`src/rtl/blp_pkg.sv`:
```
// Types and constants shared by the bit line packer modules.
package blp_pkg;

    // Default store size in bytes.
    localparam int STORE_BYTES_DEF = 512;

    // Fill patterns for whole bytes of a run.
    localparam logic [7:0] BYTE_ONES  = 8'hFF;
    localparam logic [7:0] BYTE_ZEROS = 8'h00;

    // Operation codes carried in the op field.
    typedef enum logic [2:0] {
        OP_RESET_POS    = 3'd0,
        OP_APPEND_ONES  = 3'd1,
        OP_APPEND_ZEROS = 3'd2,
        OP_APPEND_BYTE  = 3'd3,
        OP_SET_BYTE     = 3'd4,
        OP_READ_BYTE    = 3'd5
    } t_op;

    // Sequencer states.
    typedef enum logic [2:0] {
        S_IDLE,
        S_DECODE,
        S_HEAD,
        S_BYTE2,
        S_FILL,
        S_READ,
        S_RESP
    } t_state;

    // Input transaction payload.
    typedef struct packed {
        logic [2:0]  op;
        logic [12:0] run_length;
        logic [7:0]  data_byte;
        logic [8:0]  byte_index;
    } t_in;

    // Result transaction payload.
    typedef struct packed {
        logic        status;
        logic [12:0] bit_position;
        logic [7:0]  read_data;
    } t_out;

endpackage

```
`src/rtl/bit_line_packer.sv`:
```
// Bit line packer: appends bit runs and bytes MSB-first into a byte line store, with byte
// set and read access. One transaction is handled at a time by a sequencer around a
// single-port-write, single-port-read store with a registered read port. Every transaction
// passes through decode and a result state; an in-range read byte adds a read state, an
// unaligned append byte adds head and second-byte states, and a nonzero run of ones or zeros
// adds a head state and, when it crosses a byte boundary, a fill state, since the store takes
// one byte write per cycle. Rejected appends go from decode straight to the result state.
// The result register lets a new transaction be accepted while a result waits.
// The store is not cleared at reset; bytes never written read back as undefined.
module bit_line_packer #(
    parameter int STORE_BYTES = blp_pkg::STORE_BYTES_DEF
) (
    input  logic          i_clk,
    input  logic          i_rst_n,
    input  logic          i_in_valid,
    output logic          o_in_ready,
    input  blp_pkg::t_in  i_in,
    output logic          o_out_valid,
    input  logic          i_out_ready,
    output blp_pkg::t_out o_out
);

    import blp_pkg::*;

    localparam int AW = (STORE_BYTES > 1) ? $clog2(STORE_BYTES) : 1;

    logic          mem_we;
    logic [AW-1:0] mem_waddr;
    logic [7:0]    mem_wdata;
    logic          mem_re;
    logic [AW-1:0] mem_raddr;
    logic [7:0]    mem_rdata;

    // Sequencer and result register.
    blp_ctrl #(
        .STORE_BYTES (STORE_BYTES)
    ) u_ctrl (
        .i_clk       (i_clk),
        .i_rst_n     (i_rst_n),
        .i_in_valid  (i_in_valid),
        .o_in_ready  (o_in_ready),
        .i_in        (i_in),
        .o_out_valid (o_out_valid),
        .i_out_ready (i_out_ready),
        .o_out       (o_out),
        .o_mem_we    (mem_we),
        .o_mem_waddr (mem_waddr),
        .o_mem_wdata (mem_wdata),
        .o_mem_re    (mem_re),
        .o_mem_raddr (mem_raddr),
        .i_mem_rdata (mem_rdata)
    );

    // Line store.
    blp_ram #(
        .DEPTH (STORE_BYTES)
    ) u_ram (
        .i_clk   (i_clk),
        .i_we    (mem_we),
        .i_waddr (mem_waddr),
        .i_wdata (mem_wdata),
        .i_re    (mem_re),
        .i_raddr (mem_raddr),
        .o_rdata (mem_rdata)
    );

endmodule

```
`src/rtl/blp_ram.sv`:
```
// Byte-wide line store: one write port and one registered read port.
module blp_ram #(
    parameter int   DEPTH = blp_pkg::STORE_BYTES_DEF,
    localparam int  AW    = (DEPTH > 1) ? $clog2(DEPTH) : 1
) (
    input  logic          i_clk,
    input  logic          i_we,
    input  logic [AW-1:0] i_waddr,
    input  logic [7:0]    i_wdata,
    input  logic          i_re,
    input  logic [AW-1:0] i_raddr,
    output logic [7:0]    o_rdata
);

    logic [7:0] mem [DEPTH];
    logic [7:0] r_rdata;

    // Write port.
    always_ff @(posedge i_clk) begin
        if (i_we) begin
            mem[i_waddr] <= i_wdata;
        end
    end

    // Registered read port.
    always_ff @(posedge i_clk) begin
        if (i_re) begin
            r_rdata <= mem[i_raddr];
        end
    end

    assign o_rdata = r_rdata;

endmodule

```
`src/rtl/blp_ctrl.sv`:
```
// Sequencer for the bit line packer: decode, read-modify-write of the store, result register.
module blp_ctrl #(
    parameter int  STORE_BYTES = blp_pkg::STORE_BYTES_DEF,
    localparam int AW          = (STORE_BYTES > 1) ? $clog2(STORE_BYTES) : 1
) (
    input  logic             i_clk,
    input  logic             i_rst_n,
    input  logic             i_in_valid,
    output logic             o_in_ready,
    input  blp_pkg::t_in     i_in,
    output logic             o_out_valid,
    input  logic             i_out_ready,
    output blp_pkg::t_out    o_out,
    output logic             o_mem_we,
    output logic [AW-1:0]    o_mem_waddr,
    output logic [7:0]       o_mem_wdata,
    output logic             o_mem_re,
    output logic [AW-1:0]    o_mem_raddr,
    input  logic [7:0]       i_mem_rdata
);

    import blp_pkg::*;

    // Capacity in bits and the widths that follow from it.
    localparam int CAP = STORE_BYTES * 8;
    localparam int PW  = $clog2(CAP + 1);
    localparam int BW  = PW - 3;
    localparam int EW  = ((PW > 13) ? PW : 13) + 1;

    t_state          r_state, n_state;
    t_in             r_req, n_req;
    logic [PW-1:0]   r_pos, n_pos;
    logic [PW-1:0]   r_end, n_end;
    logic [BW-1:0]   r_addr, n_addr;
    logic            r_status, n_status;
    logic [7:0]      r_rd, n_rd;
    logic            r_out_valid, n_out_valid;
    t_out            r_out, n_out;

    logic [EW-1:0]   add_len;
    logic [EW-1:0]   sum;
    logic            over;
    logic            idx_ok;
    logic [2:0]      k;
    logic [2:0]      ke;
    logic [BW-1:0]   sb;
    logic [BW-1:0]   eb;
    logic            run_val;
    logic [7:0]      fill;
    logic [7:0]      head_mask;

    // Position arithmetic shared by the states.
    always_comb begin
        add_len   = (r_req.op == OP_APPEND_BYTE) ? EW'(8) : EW'(r_req.run_length);
        sum       = EW'(r_pos) + add_len;
        over      = sum > EW'(CAP);
        idx_ok    = 32'(r_req.byte_index) < 32'(STORE_BYTES);
        k         = r_pos[2:0];
        ke        = r_end[2:0];
        sb        = r_pos[PW-1:3];
        eb        = r_end[PW-1:3];
        run_val   = (r_req.op == OP_APPEND_ONES);
        fill      = run_val ? BYTE_ONES : BYTE_ZEROS;
        head_mask = (8'hFF >> k) & ((eb == sb) ? ~(8'hFF >> ke) : 8'hFF);
    end

    // State and control registers.
    always_ff @(posedge i_clk) begin
        if (!i_rst_n) begin
            r_state     <= S_IDLE;
            r_pos       <= '0;
            r_out_valid <= 1'b0;
        end else begin
            r_state     <= n_state;
            r_pos       <= n_pos;
            r_out_valid <= n_out_valid;
        end
    end

    // Payload registers.
    always_ff @(posedge i_clk) begin
        r_req    <= n_req;
        r_end    <= n_end;
        r_addr   <= n_addr;
        r_status <= n_status;
        r_rd     <= n_rd;
        r_out    <= n_out;
    end

    // Next state, store accesses and result loading.
    always_comb begin
        n_state     = r_state;
        n_req       = r_req;
        n_pos       = r_pos;
        n_end       = r_end;
        n_addr      = r_addr;
        n_status    = r_status;
        n_rd        = r_rd;
        n_out_valid = r_out_valid && !i_out_ready;
        n_out       = r_out;
        o_in_ready  = 1'b0;
        o_mem_we    = 1'b0;
        o_mem_waddr = AW'(sb);
        o_mem_wdata = BYTE_ZEROS;
        o_mem_re    = 1'b0;
        o_mem_raddr = AW'(sb);

        unique case (r_state)
            S_IDLE: begin
                o_in_ready = 1'b1;
                if (i_in_valid) begin
                    n_req   = i_in;
                    n_state = S_DECODE;
                end
            end

            S_DECODE: begin
                n_status = 1'b0;
                n_rd     = 8'd0;
                n_end    = sum[PW-1:0];
                n_state  = S_RESP;
                unique case (r_req.op)
                    OP_RESET_POS: begin
                        n_pos = '0;
                    end
                    OP_APPEND_ONES, OP_APPEND_ZEROS: begin
                        if (over) begin
                            n_status = 1'b1;
                        end else if (r_req.run_length != 13'd0) begin
                            // Fetch the byte that holds the start of the run.
                            o_mem_re = 1'b1;
                            n_state  = S_HEAD;
                        end
                    end
                    OP_APPEND_BYTE: begin
                        if (over) begin
                            n_status = 1'b1;
                        end else if (k == 3'd0) begin
                            // Aligned byte overwrites a whole entry.
                            o_mem_we    = 1'b1;
                            o_mem_wdata = r_req.data_byte;
                            n_pos       = sum[PW-1:0];
                        end else begin
                            o_mem_re = 1'b1;
                            n_state  = S_HEAD;
                        end
                    end
                    OP_SET_BYTE: begin
                        if (idx_ok) begin
                            o_mem_we    = 1'b1;
                            o_mem_waddr = AW'(r_req.byte_index);
                            o_mem_wdata = r_req.data_byte;
                        end else begin
                            n_status = 1'b1;
                        end
                    end
                    OP_READ_BYTE: begin
                        if (idx_ok) begin
                            o_mem_re    = 1'b1;
                            o_mem_raddr = AW'(r_req.byte_index);
                            n_state     = S_READ;
                        end
                    end
                    default: begin
                        n_state = S_RESP;
                    end
                endcase
            end

            S_HEAD: begin
                // Merge new bits into the first byte; read data is for entry sb.
                o_mem_we = 1'b1;
                n_addr   = sb + BW'(1);
                if (r_req.op == OP_APPEND_BYTE) begin
                    o_mem_wdata = (i_mem_rdata & ~(8'hFF >> k)) | (r_req.data_byte >> k);
                    o_mem_re    = 1'b1;
                    o_mem_raddr = AW'(sb + BW'(1));
                    n_state     = S_BYTE2;
                end else begin
                    o_mem_wdata = run_val ? (i_mem_rdata | head_mask)
                                          : (i_mem_rdata & ~head_mask);
                    if (eb == sb) begin
                        n_pos   = r_end;
                        n_state = S_RESP;
                    end else begin
                        n_state = S_FILL;
                    end
                end
            end

            S_BYTE2: begin
                // Low bits of the appended byte go to the top of the next entry.
                o_mem_we    = 1'b1;
                o_mem_waddr = AW'(r_addr);
                o_mem_wdata = (i_mem_rdata & (8'hFF >> k))
                            | 8'(r_req.data_byte << (4'd8 - {1'b0, k}));
                n_pos       = r_end;
                n_state     = S_RESP;
            end

            S_FILL: begin
                o_mem_waddr = AW'(r_addr);
                if (r_addr != eb) begin
                    // Whole bytes of the run, one per cycle.
                    o_mem_we    = 1'b1;
                    o_mem_wdata = fill;
                    n_addr      = r_addr + BW'(1);
                end else begin
                    // Byte at the new position: run bits, rest cleared.
                    o_mem_we    = 32'(eb) < 32'(STORE_BYTES);
                    o_mem_wdata = run_val ? ~(8'hFF >> ke) : BYTE_ZEROS;
                    n_pos       = r_end;
                    n_state     = S_RESP;
                end
            end

            S_READ: begin
                n_rd    = i_mem_rdata;
                n_state = S_RESP;
            end

            S_RESP: begin
                if (!r_out_valid || i_out_ready) begin
                    n_out_valid        = 1'b1;
                    n_out.status       = r_status;
                    n_out.bit_position = 13'(r_pos);
                    n_out.read_data    = r_rd;
                    n_state            = S_IDLE;
                end
            end
        endcase
    end

    assign o_out_valid = r_out_valid;
    assign o_out       = r_out;

endmodule

```
`config.mk`:
```
export PLATFORM = sky130hd
export DESIGN_NAME = bit_line_packer
export DESIGN_NICKNAME = d
export VERILOG_FILES = /design/src/rtl/blp_pkg.sv /design/src/rtl/bit_line_packer.sv /design/src/rtl/blp_ram.sv /design/src/rtl/blp_ctrl.sv
export SDC_FILE = /design/constraint.sdc
export NUM_CORES = 2
export LEC_CHECK = 0
export ABC_CLOCK_PERIOD_IN_PS = 15500
export BUFFER_PORTS_ARGS = -buffer_cell sky130_fd_sc_hd__buf_4
export CAP_MARGIN = 20
export CORE_MARGIN = 2
export CORE_UTILIZATION = 47
export DETAILED_ROUTE_END_ITERATION = 8
export PLACE_DENSITY = 0.66
export SLEW_MARGIN = 5
export SYNTH_ARGS = -nofsm -noshare
export SYNTH_HDL_FRONTEND = slang
export SYNTH_SLANG_ARGS = --single-unit
```
`constraint.sdc`:
```
create_clock -name i_clk -period 15.5 [get_ports i_clk]
set_clock_uncertainty 0.1 [all_clocks]
set_input_delay 0 -clock i_clk [delete_from_list [all_inputs] [get_ports i_clk]]
set_output_delay 0 -clock i_clk [all_outputs]
set_load 0.05 [all_outputs]
```
### After elaboration in Yosys (flattened, before gate mapping)

Memory sizes are Yosys's and may differ from the RTL's. A register that Yosys moved wholly into a read port is not among the register bits.
Index checks and enable logic that the tools add are counted.

* register bits after elaboration: 104
* bits in latches: 0
* memory bits (writable): 4096
* memory bits (read-only): 0
* input bits: 37
* output and inout bits: 24
* word-level logic and storage cells: 133
* memories kept: 1

Memory list
* u_ram.mem: words 512, width 8, rd ports 1, clocked after Yosys merged registers in 1, wr ports 1, RTL line blp_ram.sv:15 `logic [7:0] mem [DEPTH];`

* $add $sub $neg: 4
* multiply operators: 0
* divide/modulo/power cells: 0
* magnitude comparators: 2
* equal/unequal tests: 22
* shift operators: 4
* multiplexer cells: 55
* bitwise operators: 10
* reduce and logical (&&, ||, !) cells: 21

Operators with widths (count)
* 2-to-1 mux 13 bit: 6
* 2-to-1 mux 8 bit: 8
* case mux 13 bit (4 select lines): 1
* case mux 9 bit (2 select lines): 2
* AND 8 bit: 4
* case mux 8 bit (2 select lines): 2
* case mux 8 bit (4 select lines): 1
* 2-to-1 mux 9 bit: 3
* case mux 13 bit (2 select lines): 1
* 2-to-1 mux 3 bit: 8
* NOT 8 bit: 3
* OR 8 bit: 3
* adder 10 x 1 -> 10 bit (second input constant): 2
* case mux 10 bit (2 select lines): 1
* case mux 3 bit (6 select lines): 1
* >> shifter 8 x 3 -> 8 bit (first input constant): 2
* == test 3 bit (second input constant): 5
* adder 13 x 14 -> 14 bit: 1
* greater-than comparator 14 x 13 -> 1 bit (second input constant): 1
* 2-to-1 mux 1 bit: 14
* nonzero test 13 bit: 1
* == test 3 x 2 -> 1 bit (second input constant): 4
* == test 10 bit: 1
* < comparator 10 bit (second input constant): 1
* other kinds (25): 42

### Longest topological paths before layout

* depth in word-level cells: 9
* depth in mapped cells: 20

### Modules after synthesis

Synthesis repeated with hierarchy kept, for this count alone.

* cells, all modules: 8699
* area total of the unflattened synthesis: 166619.8 sq um

Modules (own cells, without submodules)
* blp_ram: times used 1, cells an instance 8030, area an instance 160007.2 sq um
* blp_ctrl: times used 1, cells an instance 669, area an instance 6612.6 sq um

### Least setup slack after synthesis

OpenSTA, ideal clock, no wires.

* path type: reg-to-reg
* start: reg u_ctrl.r_req[32] (netlist bit)
* end: mem u_ram.mem[0][2] (data pin)
* setup time: 1.529 ns
* data arrival time: 10.432 ns
* required time: 13.871 ns
* setup slack: 3.439 ns
* stages on the path, launching flop included: 17
* cell sequence: edfxtp_1 clkbuf_1 or2_2 clkbuf_1 clkbuf_1 and2_1 ha_1 nor2b_1 o21a_1 o211a_1 or3_1 a2111oi_0 o2111ai_1 or4_4 a21oi_2 a21o_1 a221o_1

* longest elaborated chain between the ends: 7
* elaborated cells between the ends (all ways): 14
* those cells by class: add/sub (1); order compare (1); eq/ne (3); mux (9)

RTL lines
* from (decl): RTL line blp_ctrl.sv:31 `t_in r_req, n_req;`
* from (signal assigned): RTL line blp_ctrl.sv:82 `r_req <= n_req;`
* == test 3 x 2 -> 1 bit: RTL line blp_ctrl.sv:54, blp_ctrl.sv:122, blp_ctrl.sv:174
* 2-to-1 mux 13 bit: RTL line blp_ctrl.sv:54 `add_len = (r_req.op == OP_APPEND_BYTE) ? EW'(8) : EW'(r_req.run_length);`
* adder 13 x 14 -> 14 bit: RTL line blp_ctrl.sv:55 `sum = EW'(r_pos) + add_len;`
* greater-than comparator 14 x 13 -> 1 bit: RTL line blp_ctrl.sv:56 `over = sum > EW'(CAP);`
* 2-to-1 mux 8 bit: RTL line blp_ctrl.sv:136 `if (over) begin`
* case mux 8 bit (2 select lines): RTL line blp_ctrl.sv:122 `unique case (r_req.op)`
* case mux 8 bit (4 select lines) (*): RTL line blp_ctrl.sv:108 `unique case (r_state)`
* net mem_wdata[2]: RTL line bit_line_packer.sv:29 `logic [7:0] mem_wdata;`
* to (decl): RTL line blp_ram.sv:15

Mark *: on every way through the listed nets, which the timed path passes. The rest lies on a longest branch.

### Worst setup path in the final report

* start: reg u_ctrl.r_state[1]
* end: reg u_ram.r_rdata[1], in the netlist u_ram.o_rdata[1] (read register of u_ram.mem) (data pin)

* longest elaborated chain between the ends: 2
* elaborated cells between the ends (all ways): 4
* those cells by class: eq/ne (2); mux (2)

RTL lines
* from (decl): RTL line blp_ctrl.sv:30 `t_state r_state, n_state;`
* from (signal assigned): RTL line blp_ctrl.sv:74 `r_state <= n_state;`
* == test 3 x 2 -> 1 bit or == test 3 x 1 -> 1 bit (tied branches): RTL line blp_ctrl.sv:108
* case mux 9 bit (2 select lines) or case mux 1 bit (2 select lines) (tied branches): RTL line blp_ctrl.sv:108
* to (decl): RTL line blp_ram.sv:16 `logic [7:0] r_rdata;`

Parallel ways exist; a longest one is shown, timed or not.
A chain may end at the register's enable or synchronous reset.

==> results.py <==
metrics = {
    "timing": {
        "final-hold-violation-count": 0,
        "fin_hold_ws_ns": 0.186,
        "grt_setup_unrepaired": "no",
        "max_clock_freq_ghz": 0.121,
        "setup_viol": 0,
        "relSlewSlack_pct": -9.81,
        "min_period_ns": 8.26,
        "tightest_slew_ns": 1.65,
        "worst_slack_ns": 7.24,
        "final.setup.tns_ns": 0,
        "slew_violations": 13,
        "fin_crit_sh_pct": 53.3,
    },
    "setup_path": {
        "cp.arrival_ns": 8.84,
        "startpoint_type": "flip-flop",
        "criticalPathCategory": "flip-flop to flip-flop",
        "cp-startpoint": "u_ctrl.r_state[1]$_SDFFE_PN0P_",
        "crit_fanout": 125,
        "r2r_start": "u_ctrl.r_state[1]$_SDFFE_PN0P_",
        "cp.required_ns": 16.08,
        "end_kind": "flip-flop",
    },
    "finish": {
        "final_nets": 12300,
        "drive_above_1_share_pct": 11.9,
        "syn2layout_area_growth_pct": 13.0,
        "finalNonFillerCells": 17400,
        "fillerInstances": 28700,
        "stdcell_area_sq_um": 192000,
    },
    "clock_network": {
        "clk_latency_ns": 0.99,
        "htree_levels": 5,
        "cts_inserted_buffers": 408,
        "cts_root_buf": "clkbuf_16",
        "clk_pin_slew_ns": 0.06,
        "cts_resized": 0,
        "cts.sinks": 4208,
        "cts_tree": "built",
        "cts_setup_buffers": 0,
        "ctsHoldBuffers": 72,
        "clockBufferDepth": 4,
    },
    "yosys": {
        "ys_async_sr_fraction_pct": 0,
        "yosysWarningCount": 0,
        "syn_nets": 12000,
        "synth_edf_count": 4191,
        "synth_common_cells": "edfxtp_1 (4191), nand2_1 (2266), mux2i_1 (791)",
        "synth_flop_cell": "edfxtp_1",
        "synth_area_sq_um": 170000,
        "synth_cell_types": 99,
        "yosys.area.top_type": "edfxtp_1",
        "yosysMostFrequentCell": "edfxtp_1",
        "ys_ff_latch": 4208,
        "synth_area_leaders": "edfxtp_1 (74%), nand2_1 (5.0%), mux2i_1 (4.6%)",
        "synth_top_area_share_pct": 73.9,
        "syn_inst": 11900,
        "synth_area_per_cell_sq_um": 14.3,
        "yosysSeqAreaShare_pct": 74.1,
    },
    "die": {
        "dieArea_sq_um": 367000,
        "die_w_microns": 606,
        "core_area_sq_um": 361000,
        "core.rowCount": 221,
        "io_pins": 61,
        "start_util_pct": 47.1,
        "die_h_microns": 606,
    },
    "route": {
        "wl_microns": 538000,
        "firstDrtPassIters": 9,
        "drcViolationCount": 0,
        "drt.antenna.violating_nets": 0,
        "drt-initial-drc-count": 17800,
        "drt-vias-per-instance": 6.44,
        "wl_per_cell_microns": 30.9,
        "dr_total_vias": 112000,
    },
    "global_route": {
        "grt_max_degree": 197,
        "overflow": 0,
        "antenna_found_initial": 28,
        "track_usage_pct": 28.4,
        "grt_pass1_wl_microns": 758000,
        "first_global_vias": 105000,
    },
    "place": {
        "port-buffer-count": 60,
        "dpl-instance-area_sq_um": 178000,
        "placedCellCount": 16500,
        "gp_congestion": 0.913,
        "place_ws_ns": 7.47,
        "dp.final_hpwl_microns": 312000,
    },
    "min_path": {
        "hp-class": "input port to flip-flop",
        "min_from": "i_in[25]",
    },
    "status": {
        "outcome": "finished with violations",
        "violations": "max-capacitance violations, max-slew violations",
    },
    "pwr": {
        "ir_drop_mv": 0.247,
        "power_density_nw_per_um2": 184,
        "leakagePower_nw": 64.8,
    },
    "job": {
        "max_cap_viol_count": 1,
    },
}
==> layout make-up <==
cell class	count	area [sq um]	area share, %
flip-flops and latches	4208	126000	65.6
repair buffers	818	6450	3.35
clock inverters	232	2220	1.16
multi-input cells	6756	40500	21.1
well taps	4794	6000	3.12
diodes	29	72.6	0.0377
clock buffers	508	10800	5.59
inverters	54	203	0.105
==> metal layers <==
layer,track usage [%],vias up,routed length [microns]
li1,-,46800,-
met1,38.7,56200,201000
met2,43.0,7918,241000
met3,7.45,1261,70100
met4,12.7,17,26400
met5,0.523,-,179
==> stage by stage <==
stage,util (%),total power [mW]
after floorplan,-,20.7
after CTS,53.1,35.0
final,53.2,35.4
after global placement,49.1,25.1
after global routing,53.2,36.2
after detailed placement,49.3,25.4
==> cells by family after synthesis <==
kind of cell,after synthesis,synth area share (%)
buffers and inverters,942,2.63
AND/OR/NAND/NOR,3930,10.1
multiplexers,807,4.79
AO/OA/AOI/OAI,1958,7.97
adder cells (fa/ha/maj),20,0.151
flip-flops,4208,74.1
XOR/XNOR,41,0.211
==> power by group <==
part,total (mW),switching [mW],internal [mW]
clock,9.81,4.27,5.54
combinational,11.9,9.13,2.78
sequential,13.7,0.203,13.5
==> path summary, 6_finish.rpt <==
| check | endpoint | cells past startpoint | slack [ns] |
|---|---|---|---|
| setup reg to reg | u_ram.o_rdata[1]$_DFFE_PP_ | 14 | 7.24 |
| hold / removal | u_ctrl.r_req[25]$_DFFE_PP_ | 3 | 0.19 |
| setup / recovery | u_ram.o_rdata[1]$_DFFE_PP_ | 14 | 7.24 |
| hold reg to reg | u_ctrl.o_out[2]$_DFFE_PP_ | 0 | 0.32 |
==> layout by cell type, fill, tap and decap left out, drive strengths merged, types with 13 or more instances in the layout <==
cell type,netlist,layout
a31oi,84,84
xnor2,25,25
dlygate4sd3,0,72
mux2i,791,791
a211oi,84,84
xor2,16,16
nand2,2266,2266
a211o,13,13
bufinv,0,37
nor3,601,601
clkbuf,252,537
o31ai,22,22
o22ai,87,87
a32oi,204,204
dfxtp,17,17
a221oi,326,326
nor4,88,88
diode,0,29
ha,19,19
o211ai,15,15
edfxtp,4191,4191
a22oi,132,132
a2111oi,17,17
a311oi,48,48
buf,636,717
nand3,639,639
a21oi,665,665
nand4,85,85
and3,64,64
clkinv,0,172
o21ai,111,111
o41ai,24,24
inv,54,68
nor2,97,97
and2,23,23
o221ai,29,29
==> sequential cells by signal, indices dropped and copies added (netlist names) <==
name / flops
u_ctrl.r_pos: 13
u_ctrl.r_status: 1
u_ctrl.o_out: 22
u_ctrl.r_addr: 10
u_ram.mem: 4096
u_ctrl.r_end: 13
u_ctrl.r_req: 33
u_ram.o_rdata: 8
u_ctrl.r_rd: 8
u_ctrl.o_out_valid: 1
u_ctrl.r_state: 3
==> worst max-delay path: stages, from the launching register on <==
cell and delay [ns]:
dfxtp_1 0.75, and4b_1 0.46, a22o_2 0.22, buf_4 0.58, a21o_4 0.73, buf_12 0.48
buf_12 0.55, buf_4 0.74, mux2i_1 0.27, a221oi_1 0.14, nor4_1 0.86, o22ai_1 0.28
a21oi_1 0.35, nor4bb_1 0.72, o311ai_1 0.23
Power figures use the tool's default switching activity.
